**config.mk**
```make
export PLATFORM = sky130hd
export DESIGN_NAME = gregorian_date_check_and_difference_core_flat
export DESIGN_NICKNAME = d
export VERILOG_FILES = /design/src/rtl/core/gdc_pkg.sv /design/src/rtl/core/gdc_if.sv /design/src/rtl/core/gregorian_date_check_and_difference_core.sv /design/src/rtl/core/gdc_date_unit.sv /design/src/flat_wrapper.sv
export SDC_FILE = /design/constraint.sdc
export NUM_CORES = 2
export LEC_CHECK = 0
export ABC_CLOCK_PERIOD_IN_PS = 33800
export BUFFER_PORTS_ARGS = -buffer_cell sky130_fd_sc_hd__buf_2
export CORE_MARGIN = 8
export CORE_UTILIZATION = 33
export DETAILED_ROUTE_END_ITERATION = 16
export GPL_TIMING_DRIVEN = 0
export HOLD_SLACK_MARGIN = 0.06
export PLACE_DENSITY = 0.46
export SKIP_CTS_REPAIR_TIMING = 1
export SYNTH_ARGS = -nofsm -noshare
export SYNTH_HDL_FRONTEND = slang
export SYNTH_SLANG_ARGS = --single-unit
```
**constraint.sdc**
```tcl
create_clock -name clk_i -period 33.8 [get_ports clk_i]
set_input_delay 8.45 -clock clk_i [delete_from_list [all_inputs] [get_ports clk_i]]
set_output_delay 8.45 -clock clk_i [all_outputs]
set_load 0.05 [all_outputs]
```
**src/rtl/core/gdc_pkg.sv**
```systemverilog
// Shared types, constants and calendar functions for the Gregorian date checker.
package gdc_pkg;

  localparam int unsigned YearW  = 16;
  localparam int unsigned DayW   = 8;
  localparam int unsigned MonthW = 8;
  localparam int unsigned CountW = 25;
  localparam int unsigned GapW   = 26;
  localparam int unsigned LeapW  = 14;

  localparam logic [YearW-1:0] BASE_YEAR_RST = 16'd2000;

  // Reciprocal of 100 scaled by 2^23; exact for every 16-bit dividend.
  localparam logic [16:0] DIV100_MUL   = 17'd83887;
  localparam int unsigned DIV100_SHIFT = 23;

  localparam logic signed [1:0] ORD_FIRST_LATER   = 2'sb11;
  localparam logic signed [1:0] ORD_EQUAL         = 2'sb00;
  localparam logic signed [1:0] ORD_FIRST_EARLIER = 2'sb01;

  typedef enum logic [1:0] {
    STAT_VALID     = 2'd0,
    STAT_BAD_DAY   = 2'd1,
    STAT_BAD_MONTH = 2'd2
  } status_e;

  typedef struct packed {
    logic [DayW-1:0]   day;
    logic [MonthW-1:0] month;
    logic [YearW-1:0]  year;
  } date_t;

  typedef struct packed {
    status_e           status;
    logic [CountW-1:0] count;
  } date_res_t;

  function automatic logic [9:0] div100(logic [YearW-1:0] v);
    logic [32:0] prod;
    prod = 33'(v) * 33'(DIV100_MUL);
    return prod[DIV100_SHIFT +: 10];
  endfunction

  function automatic logic is_leap(logic [YearW-1:0] y);
    logic [9:0]  q100;
    logic [16:0] r100;
    q100 = div100(y);
    r100 = 17'(y) - 17'(q100) * 17'd100;
    return (y[1:0] == 2'b00) && ((r100 != 17'd0) || (q100[1:0] == 2'b00));
  endfunction

  // Number of leap years in the years 0 to n-1.
  function automatic logic [LeapW-1:0] leaps_before(logic [YearW-1:0] n);
    logic [YearW-1:0] k;
    logic [9:0]       q100;
    k    = n - 16'd1;
    q100 = div100(k);
    if (n == '0) begin
      return '0;
    end
    return LeapW'(k[YearW-1:2]) - LeapW'(q100) + LeapW'(q100[9:2]) + LeapW'(1);
  endfunction

  // Days before the given month in a common year; index 13 is the whole year.
  function automatic logic [8:0] month_start(logic [3:0] m);
    case (m)
      4'd2:    return 9'd31;
      4'd3:    return 9'd59;
      4'd4:    return 9'd90;
      4'd5:    return 9'd120;
      4'd6:    return 9'd151;
      4'd7:    return 9'd181;
      4'd8:    return 9'd212;
      4'd9:    return 9'd243;
      4'd10:   return 9'd273;
      4'd11:   return 9'd304;
      4'd12:   return 9'd334;
      4'd13:   return 9'd365;
      default: return 9'd0;
    endcase
  endfunction

  function automatic logic [4:0] month_len(logic [MonthW-1:0] m, logic leap);
    case (m)
      8'd1, 8'd3, 8'd5, 8'd7, 8'd8, 8'd10, 8'd12: return 5'd31;
      8'd4, 8'd6, 8'd9, 8'd11:                    return 5'd30;
      8'd2:    return leap ? 5'd29 : 5'd28;
      default: return 5'd0;
    endcase
  endfunction

endpackage

```
**src/rtl/core/gdc_if.sv**
```systemverilog
// Request and response channel interfaces of the Gregorian date checker.
interface gdc_req_if;
  logic        valid;
  logic        ready;
  logic [7:0]  day_a;
  logic [7:0]  month_a;
  logic [15:0] year_a;
  logic [7:0]  day_b;
  logic [7:0]  month_b;
  logic [15:0] year_b;

  modport source (output valid, day_a, month_a, year_a, day_b, month_b, year_b,
                  input ready);
  modport sink (input valid, day_a, month_a, year_a, day_b, month_b, year_b,
                output ready);
endinterface

interface gdc_rsp_if;
  logic               valid;
  logic               ready;
  logic [1:0]         status_a;
  logic [1:0]         status_b;
  logic signed [1:0]  order;
  logic signed [25:0] day_gap;

  modport source (output valid, status_a, status_b, order, day_gap, input ready);
  modport sink (input valid, status_a, status_b, order, day_gap, output ready);
endinterface

```
**src/rtl/core/gregorian_date_check_and_difference_core.sv**
```systemverilog
// Top level: checks two dates, orders them and gives their day-count difference.
// A request is held in the input register and its response in the result register.
// Throughput: one request per cycle while the response is taken, set by the register pair.
// The calendar arithmetic sits in a single combinational stage between those two registers.
// Reset clears both valid flags and sets the base year to 2000.
module gregorian_date_check_and_difference_core (
  input  logic        clk_i,
  input  logic        rst_ni,
  input  logic        cfg_we_i,
  input  logic [15:0] cfg_wdata_i,
  gdc_req_if.sink     req_i,
  gdc_rsp_if.source   rsp_o
);
  import gdc_pkg::*;

  logic [YearW-1:0] base_year_q;
  logic [LeapW-1:0] base_leaps;

  logic      in_valid_q;
  date_t     date_a_q, date_b_q;
  logic      advance;

  date_res_t res_a, res_b;
  logic signed [1:0] ord;
  logic [GapW-1:0]   gap;

  logic               out_valid_q;
  logic [1:0]         status_a_q, status_b_q;
  logic signed [1:0]  order_q;
  logic [GapW-1:0]    gap_q;

  always_ff @(posedge clk_i or negedge rst_ni) begin
    if (!rst_ni) begin
      base_year_q <= BASE_YEAR_RST;
    end else if (cfg_we_i) begin
      base_year_q <= cfg_wdata_i;
    end
  end

  assign base_leaps = leaps_before(base_year_q);

  assign advance     = !out_valid_q || rsp_o.ready;
  assign req_i.ready = !in_valid_q || advance;

  always_ff @(posedge clk_i or negedge rst_ni) begin
    if (!rst_ni) begin
      in_valid_q <= 1'b0;
    end else if (req_i.ready) begin
      in_valid_q <= req_i.valid;
    end
  end

  always_ff @(posedge clk_i) begin
    if (req_i.ready && req_i.valid) begin
      date_a_q <= '{day: req_i.day_a, month: req_i.month_a, year: req_i.year_a};
      date_b_q <= '{day: req_i.day_b, month: req_i.month_b, year: req_i.year_b};
    end
  end

  gdc_date_unit u_date_a (
    .date_i       (date_a_q),
    .base_year_i  (base_year_q),
    .base_leaps_i (base_leaps),
    .res_o        (res_a)
  );

  gdc_date_unit u_date_b (
    .date_i       (date_b_q),
    .base_year_i  (base_year_q),
    .base_leaps_i (base_leaps),
    .res_o        (res_b)
  );

  always_comb begin
    if (date_a_q.year > date_b_q.year) begin
      ord = ORD_FIRST_LATER;
    end else if (date_a_q.year < date_b_q.year) begin
      ord = ORD_FIRST_EARLIER;
    end else if (date_a_q.month > date_b_q.month) begin
      ord = ORD_FIRST_LATER;
    end else if (date_a_q.month < date_b_q.month) begin
      ord = ORD_FIRST_EARLIER;
    end else if (date_a_q.day > date_b_q.day) begin
      ord = ORD_FIRST_LATER;
    end else if (date_a_q.day < date_b_q.day) begin
      ord = ORD_FIRST_EARLIER;
    end else begin
      ord = ORD_EQUAL;
    end
  end

  assign gap = (ord == ORD_FIRST_EARLIER) ? (GapW'(res_b.count) - GapW'(res_a.count))
                                          : (GapW'(res_a.count) - GapW'(res_b.count));

  always_ff @(posedge clk_i or negedge rst_ni) begin
    if (!rst_ni) begin
      out_valid_q <= 1'b0;
    end else if (advance) begin
      out_valid_q <= in_valid_q;
    end
  end

  always_ff @(posedge clk_i) begin
    if (advance && in_valid_q) begin
      status_a_q <= res_a.status;
      status_b_q <= res_b.status;
      order_q    <= ord;
      gap_q      <= gap;
    end
  end

  assign rsp_o.valid    = out_valid_q;
  assign rsp_o.status_a = status_a_q;
  assign rsp_o.status_b = status_b_q;
  assign rsp_o.order    = order_q;
  assign rsp_o.day_gap  = gap_q;

endmodule

```
**src/rtl/core/gdc_date_unit.sv**
```systemverilog
// Validity check and day count of one date relative to the base year.
module gdc_date_unit (
  input  gdc_pkg::date_t                   date_i,
  input  logic [gdc_pkg::YearW-1:0]        base_year_i,
  input  logic [gdc_pkg::LeapW-1:0]        base_leaps_i,
  output gdc_pkg::date_res_t               res_o
);
  import gdc_pkg::*;

  logic              leap;
  logic              after_base;
  logic [YearW-1:0]  year_diff;
  logic [CountW-1:0] year_days;
  logic [3:0]        month_idx;
  logic [CountW-1:0] month_days;
  logic [4:0]        len;
  status_e           status;

  assign leap       = is_leap(date_i.year);
  assign after_base = date_i.year > base_year_i;
  assign year_diff  = date_i.year - base_year_i;

  always_comb begin
    if (after_base) begin
      year_days = CountW'(25'(year_diff) * 25'd365) + CountW'(leaps_before(date_i.year))
                  - CountW'(base_leaps_i);
    end else begin
      year_days = '0;
    end
  end

  assign month_idx = (date_i.month > 8'd13) ? 4'd13 : date_i.month[3:0];

  always_comb begin
    month_days = CountW'(month_start(month_idx));
    if ((month_idx > 4'd2) && leap) begin
      month_days = month_days + CountW'(1);
    end
  end

  assign len       = month_len(date_i.month, leap);
  assign res_o.count = year_days + month_days + CountW'(date_i.day);

  always_comb begin
    if (!after_base) begin
      status = STAT_BAD_DAY;
    end else if ((date_i.month < 8'd1) || (date_i.month > 8'd12)) begin
      status = STAT_BAD_MONTH;
    end else if ((date_i.day >= 8'd1) && (date_i.day <= 8'(len))) begin
      status = STAT_VALID;
    end else begin
      status = STAT_BAD_DAY;
    end
  end

  assign res_o.status = status;

endmodule
```
**src/flat_wrapper.sv**
```systemverilog
// flat-port wrapper written by rule: the top's interface ports become plain ports
module gregorian_date_check_and_difference_core_flat import gdc_pkg::*;
  (clk_i, rst_ni, cfg_we_i, cfg_wdata_i, req_i_valid, req_i_day_a, req_i_month_a, req_i_year_a, req_i_day_b, req_i_month_b, req_i_year_b, req_i_ready, rsp_o_valid, rsp_o_status_a, rsp_o_status_b, rsp_o_order, rsp_o_day_gap, rsp_o_ready);
  gdc_req_if req_i_i ();
  gdc_rsp_if rsp_o_i ();
  input  logic clk_i;
  input  logic rst_ni;
  input  logic cfg_we_i;
  input  logic [15:0] cfg_wdata_i;
  input wire logic [$bits(req_i_i.valid)-1:0] req_i_valid;
  input wire logic [$bits(req_i_i.day_a)-1:0] req_i_day_a;
  input wire logic [$bits(req_i_i.month_a)-1:0] req_i_month_a;
  input wire logic [$bits(req_i_i.year_a)-1:0] req_i_year_a;
  input wire logic [$bits(req_i_i.day_b)-1:0] req_i_day_b;
  input wire logic [$bits(req_i_i.month_b)-1:0] req_i_month_b;
  input wire logic [$bits(req_i_i.year_b)-1:0] req_i_year_b;
  output wire logic [$bits(req_i_i.ready)-1:0] req_i_ready;
  output wire logic [$bits(rsp_o_i.valid)-1:0] rsp_o_valid;
  output wire logic [$bits(rsp_o_i.status_a)-1:0] rsp_o_status_a;
  output wire logic [$bits(rsp_o_i.status_b)-1:0] rsp_o_status_b;
  output wire logic [$bits(rsp_o_i.order)-1:0] rsp_o_order;
  output wire logic [$bits(rsp_o_i.day_gap)-1:0] rsp_o_day_gap;
  input wire logic [$bits(rsp_o_i.ready)-1:0] rsp_o_ready;
  assign req_i_i.valid = req_i_valid;
  assign req_i_i.day_a = req_i_day_a;
  assign req_i_i.month_a = req_i_month_a;
  assign req_i_i.year_a = req_i_year_a;
  assign req_i_i.day_b = req_i_day_b;
  assign req_i_i.month_b = req_i_month_b;
  assign req_i_i.year_b = req_i_year_b;
  assign req_i_ready = req_i_i.ready;
  assign rsp_o_valid = rsp_o_i.valid;
  assign rsp_o_status_a = rsp_o_i.status_a;
  assign rsp_o_status_b = rsp_o_i.status_b;
  assign rsp_o_order = rsp_o_i.order;
  assign rsp_o_day_gap = rsp_o_i.day_gap;
  assign rsp_o_i.ready = rsp_o_ready;
  gregorian_date_check_and_difference_core u_core (.clk_i(clk_i), .rst_ni(rst_ni), .cfg_we_i(cfg_we_i), .cfg_wdata_i(cfg_wdata_i), .req_i(req_i_i), .rsp_o(rsp_o_i));
endmodule
```
==> flow_results.org <==
** Die
- The die is 404 um tall.
- From left edge to right edge, the die measures a little over 400 um.
- FP Rows :: approximately 140
- The floorplan step defined a die boundary enclosing approximately 160,000 sq um.
- Floorplan Core Area :: around 150,000 sq um
- Initial core utilization :: roughly a third
- approximately 120 I/O pins were placed.

** Global routing
- Entering global routing, the biggest net connects 51 pins.
- Across every metal layer, demand over resource in global routing totals roughly 17%.
- For this run the aggregate overflow at the end of global routing stands at 0.
- The first global-routing pass estimated between 200,000 and 250,000 um of wire.
- The via count of the first global-routing pass is slightly below 40,000.
- Number of antenna violations at the first check in global routing :: 6

** Synth
- Yosys printed 0 warnings.
- Multiplexer cells account for 0.759% of the synthesized area.
- Cells after Synth :: approximately 5,300
- Number of distinct standard cells referenced by the synthesized netlist :: 84
- The mapped netlist covers 49,800 sq um.
- By area the synthesized netlist is led by sky130_fd_sc_hd__ha_1 (29%), sky130_fd_sc_hd__fa_1 (29%), sky130_fd_sc_hd__inv_1 (9.7%).
- The largest total area in the synthesized netlist belongs to sky130_fd_sc_hd__ha_1.
- Simple-gate area share of the yosys netlist :: roughly 8.9%
- Adder-cell share of the synthesized area :: around three fifths
- The number of nets in the synthesized netlist is approximately 7,300.
- A synthesized cell averages approximately 9.4 sq um.
- Yosys mapped a number of flops with a built-in enable equal to between 90 and 100.
- Part of the Yosys area used for sequential elements :: under 10%
- Seq cells post-synth :: 114
- After Yosys synthesis, XOR and XNOR cells account for ~5% of the synthesized area.
- Fraction of the mapped netlist area in compound gates :: a little over a tenth
- Share of synthesized flip-flops with an asynchronous set or reset :: 15.8%
- Dominant combinational cell family by area after synthesis :: adder cells
- Area share of the largest cell type after synthesis :: 29.3%
- Top FF cell, synth :: sky130_fd_sc_hd__edfxtp_1

** Routing
- Number of DRC markers in iteration 0 :: around 1,700
- Initial DRT Pass Iterations :: 6
- After detailed routing, the average wire length per cell comes to ~18 um.
- Post-detailed-route count of antenna-violating nets :: 0
- Routed WL :: between 100,000 and 150,000 um
- After detailed routing, the number of remaining DRC violations is 0.
- Number of vias per cell after detailed routing :: between 4 and 5
- Total vias in the final route :: about 36,000

** CTS
- Cts bufs inserted :: 17
- The clock passes through at most 2 buffers.
- The H-tree generated during clock tree synthesis spans 4 levels.
- Number of sinks on the clock net :: 114
- TritonCTS built the clock tree.
- Latest clock arrival within the worst-skew pair :: about 0.54 ns
- Root buffer cell :: sky130_fd_sc_hd__clkbuf_16
- Post-CTS clock slew at the launch and capture registers of the worst setup and hold paths :: around 0.06 ns

** Place
- Once detailed placement completed, the half-perimeter wirelength came to approximately 120,000 um.
- Total of buffers placed on input and output ports :: ~120
- Dpl cells :: 7,452
- Placer's final routability congestion estimate :: 0.888

** STA
- Clk_skew :: ~0.040 ns
- The number of hold violations in the final report was 0.
- Highest achievable clock rate :: approximately 50 MHz
- Tightest hold margin :: a little under 0.5 ns
- Crit path time final :: 19.91 ns
- The final critical path takes up between 50% and 60% of the cycle.
- Max-slew violation count :: 0
- Transition time of the tightest slew-check pin :: between 1 and 1.5 ns
- In this run the tightest slew margin relative to its limit is under 10%.
- # setup viols final :: 0
- Setup repair after global routing missed its margin :: no
- Summed over all failing endpoints, the final setup total negative slack is 0 ns.

** Critical path
- Tracing the worst setup path back leads to its startpoint at u_core.date_a_q[0].
- Length in cells of the worst reg-to-reg path :: 59
- The worst setup path is of the reg2reg kind.
- Across all register-to-register paths, the minimum setup slack is about 14 ns.
- Slowest cell delay on critical path :: approximately 0.92 ns
- On the critical path, the stage with the largest delay is an instance of sky130_fd_sc_hd__xnor2_1.
- Dominant cell type by count on the critical path :: sky130_fd_sc_hd__fa_1
- Data arrives at the worst endpoint at ~20 ns.
- Startpoint Class :: flop
- Worst r2r dst :: u_core.rsp_o.day_gap[24]
- Endpoint required time on the critical path :: 34.04 ns
- The startpoint identified for the worst register-to-register timing path is u_core.date_a_q[0].
- The worst setup path is captured at a flop.
- Maximum fanout along the worst path :: 14
- Capturing instance or port of the critical path :: u_core.rsp_o.day_gap[24]

** Min path
- The worst hold path belongs to the class reg2reg.

** Status
- Status :: complete, no violations

** Layout
- After filler insertion, the fill cell instance count of the layout stands at approximately 16,000.
- Share of layout cells above drive strength 1 :: under 10%
- Final layout net count :: 7,424
- Post-route insts no fill :: roughly 7,500
- Relative to the synthesized area, the layout overhead comes to 7.64%.
- Share of the core filled with cells :: a little over a third

** Run
- Max capacitance violation total :: 0
-- layout make-up --
type                       instances  area, sq um  area share [%]
antenna                            1         2.50         0.00467
multi-input combinational       3864        41400            77.3
sequential                       114         3340            6.23
clock inverter                    13          159           0.297
tap                             2016         2520            4.71
buffer                            45          174           0.325
inverter                        1291         4850            9.04
timing repair buffer             124          677            1.26
clock buffer                      19          433           0.808
-- worst max-delay path: cells and delay by family (launching register included) --
family	cells	cell delay, ns
XOR/XNOR	3	1.25
AND/OR/NAND/NOR	12	2.71
multiplexers	1	0.15
buffers and inverters	7	2.17
AO/OA/AOI/OAI	19	4.88
adder cells (fa/ha/maj)	17	7.77
flip-flops	1	0.69
-- per-stage QoR --
step / setup WS, ns / area [sq um]
after floorplan: 16.42 / 49800
after detailed placement: 13.74 / 53000
after global placement: 13.63 / 52900
after global routing: 12.52 / 53600
final: 13.89 / 53600
after CTS: 13.65 / 53600
-- state kept, by name, indices dropped and copies added (netlist names) --
register,cells
u_core.base_year_q,16
u_core.date_a_q,32
u_core.date_b_q,32
u_core.in_valid_q,1
u_core.rsp_o.day_gap,26
u_core.rsp_o.order,2
u_core.rsp_o.status_a,2
u_core.rsp_o.status_b,2
u_core.rsp_o.valid,1
-- layout by cell type (no fill, tap or decap), types with 44 or more instances in the layout --
master                     count
sky130_fd_sc_hd__inv_1      1290
sky130_fd_sc_hd__ha_1       1166
sky130_fd_sc_hd__fa_1        716
sky130_fd_sc_hd__nand2_1     198
sky130_fd_sc_hd__nor2_1      188
sky130_fd_sc_hd__a21oi_1     186
sky130_fd_sc_hd__xnor2_1     174
sky130_fd_sc_hd__o21ai_0     169
sky130_fd_sc_hd__a21o_1      122
sky130_fd_sc_hd__buf_2       122
sky130_fd_sc_hd__xor2_1      108
sky130_fd_sc_hd__edfxtp_1     96
sky130_fd_sc_hd__nor3_1       87
sky130_fd_sc_hd__nand3_1      76
sky130_fd_sc_hd__nor2b_1      48
sky130_fd_sc_hd__nand4_1      44
-- cell usage after synthesis (all sizes together), types with 7 or more instances --
master	number
and3	42
o31ai	14
a221o	8
o2111ai	7
nor2b	48
a2111oi	14
nor3	88
and2	32
a21oi	186
o21bai	28
clkbuf	39
fa	716
o41ai	8
a211oi	27
a21boi	20
or4	8
o211ai	24
nor3b	11
nand4	44
xor2	108
xnor2	174
or3	32
or2	28
ha	1166
nor4	17
a21o	122
nand2	198
o21a	38
nor2	188
edfxtp	96
mux2i	31
nand3	76
a31oi	27
inv	1290
dfrtp	12
o21ai	169
a211o	7
a31o	10
nand2b	36
a221oi	12
-- per-layer routing --
layer	track usage, %	part of all wire, %
met5	0	0
met4	2.76	1.4
met3	1.56	2.9
met2	28.8	46
met1	24.6	50
-- logic make-up after synthesis --
logic type / Yosys count
DFF: 114
muxes: 37
AOI/OAI and AO/OA: 787
xor gates and xnor gates: 282
and+or+nand+nor: 876
adders and majority gates: 1882
buffers and inverters: 1336
-- worst min-delay path by stage --
stage / slack (ns) / endpoint / cells past startpoint / startpoint
floorplan: 0.45 / u_core.rsp_o.valid / 1 / u_core.in_valid_q
global placement: 0.48 / u_core.rsp_o.valid / 1 / u_core.in_valid_q
detailed placement: 0.48 / u_core.rsp_o.valid / 1 / u_core.in_valid_q
CTS: 0.50 / u_core.rsp_o.valid / 1 / u_core.in_valid_q
global route: 0.51 / u_core.rsp_o.valid / 1 / u_core.in_valid_q
finish: 0.49 / u_core.rsp_o.valid / 1 / u_core.in_valid_q
Power is left out: the tool's default activity adds up to more than one toggle a clock period on the data nets, which glitch-free logic cannot reach.
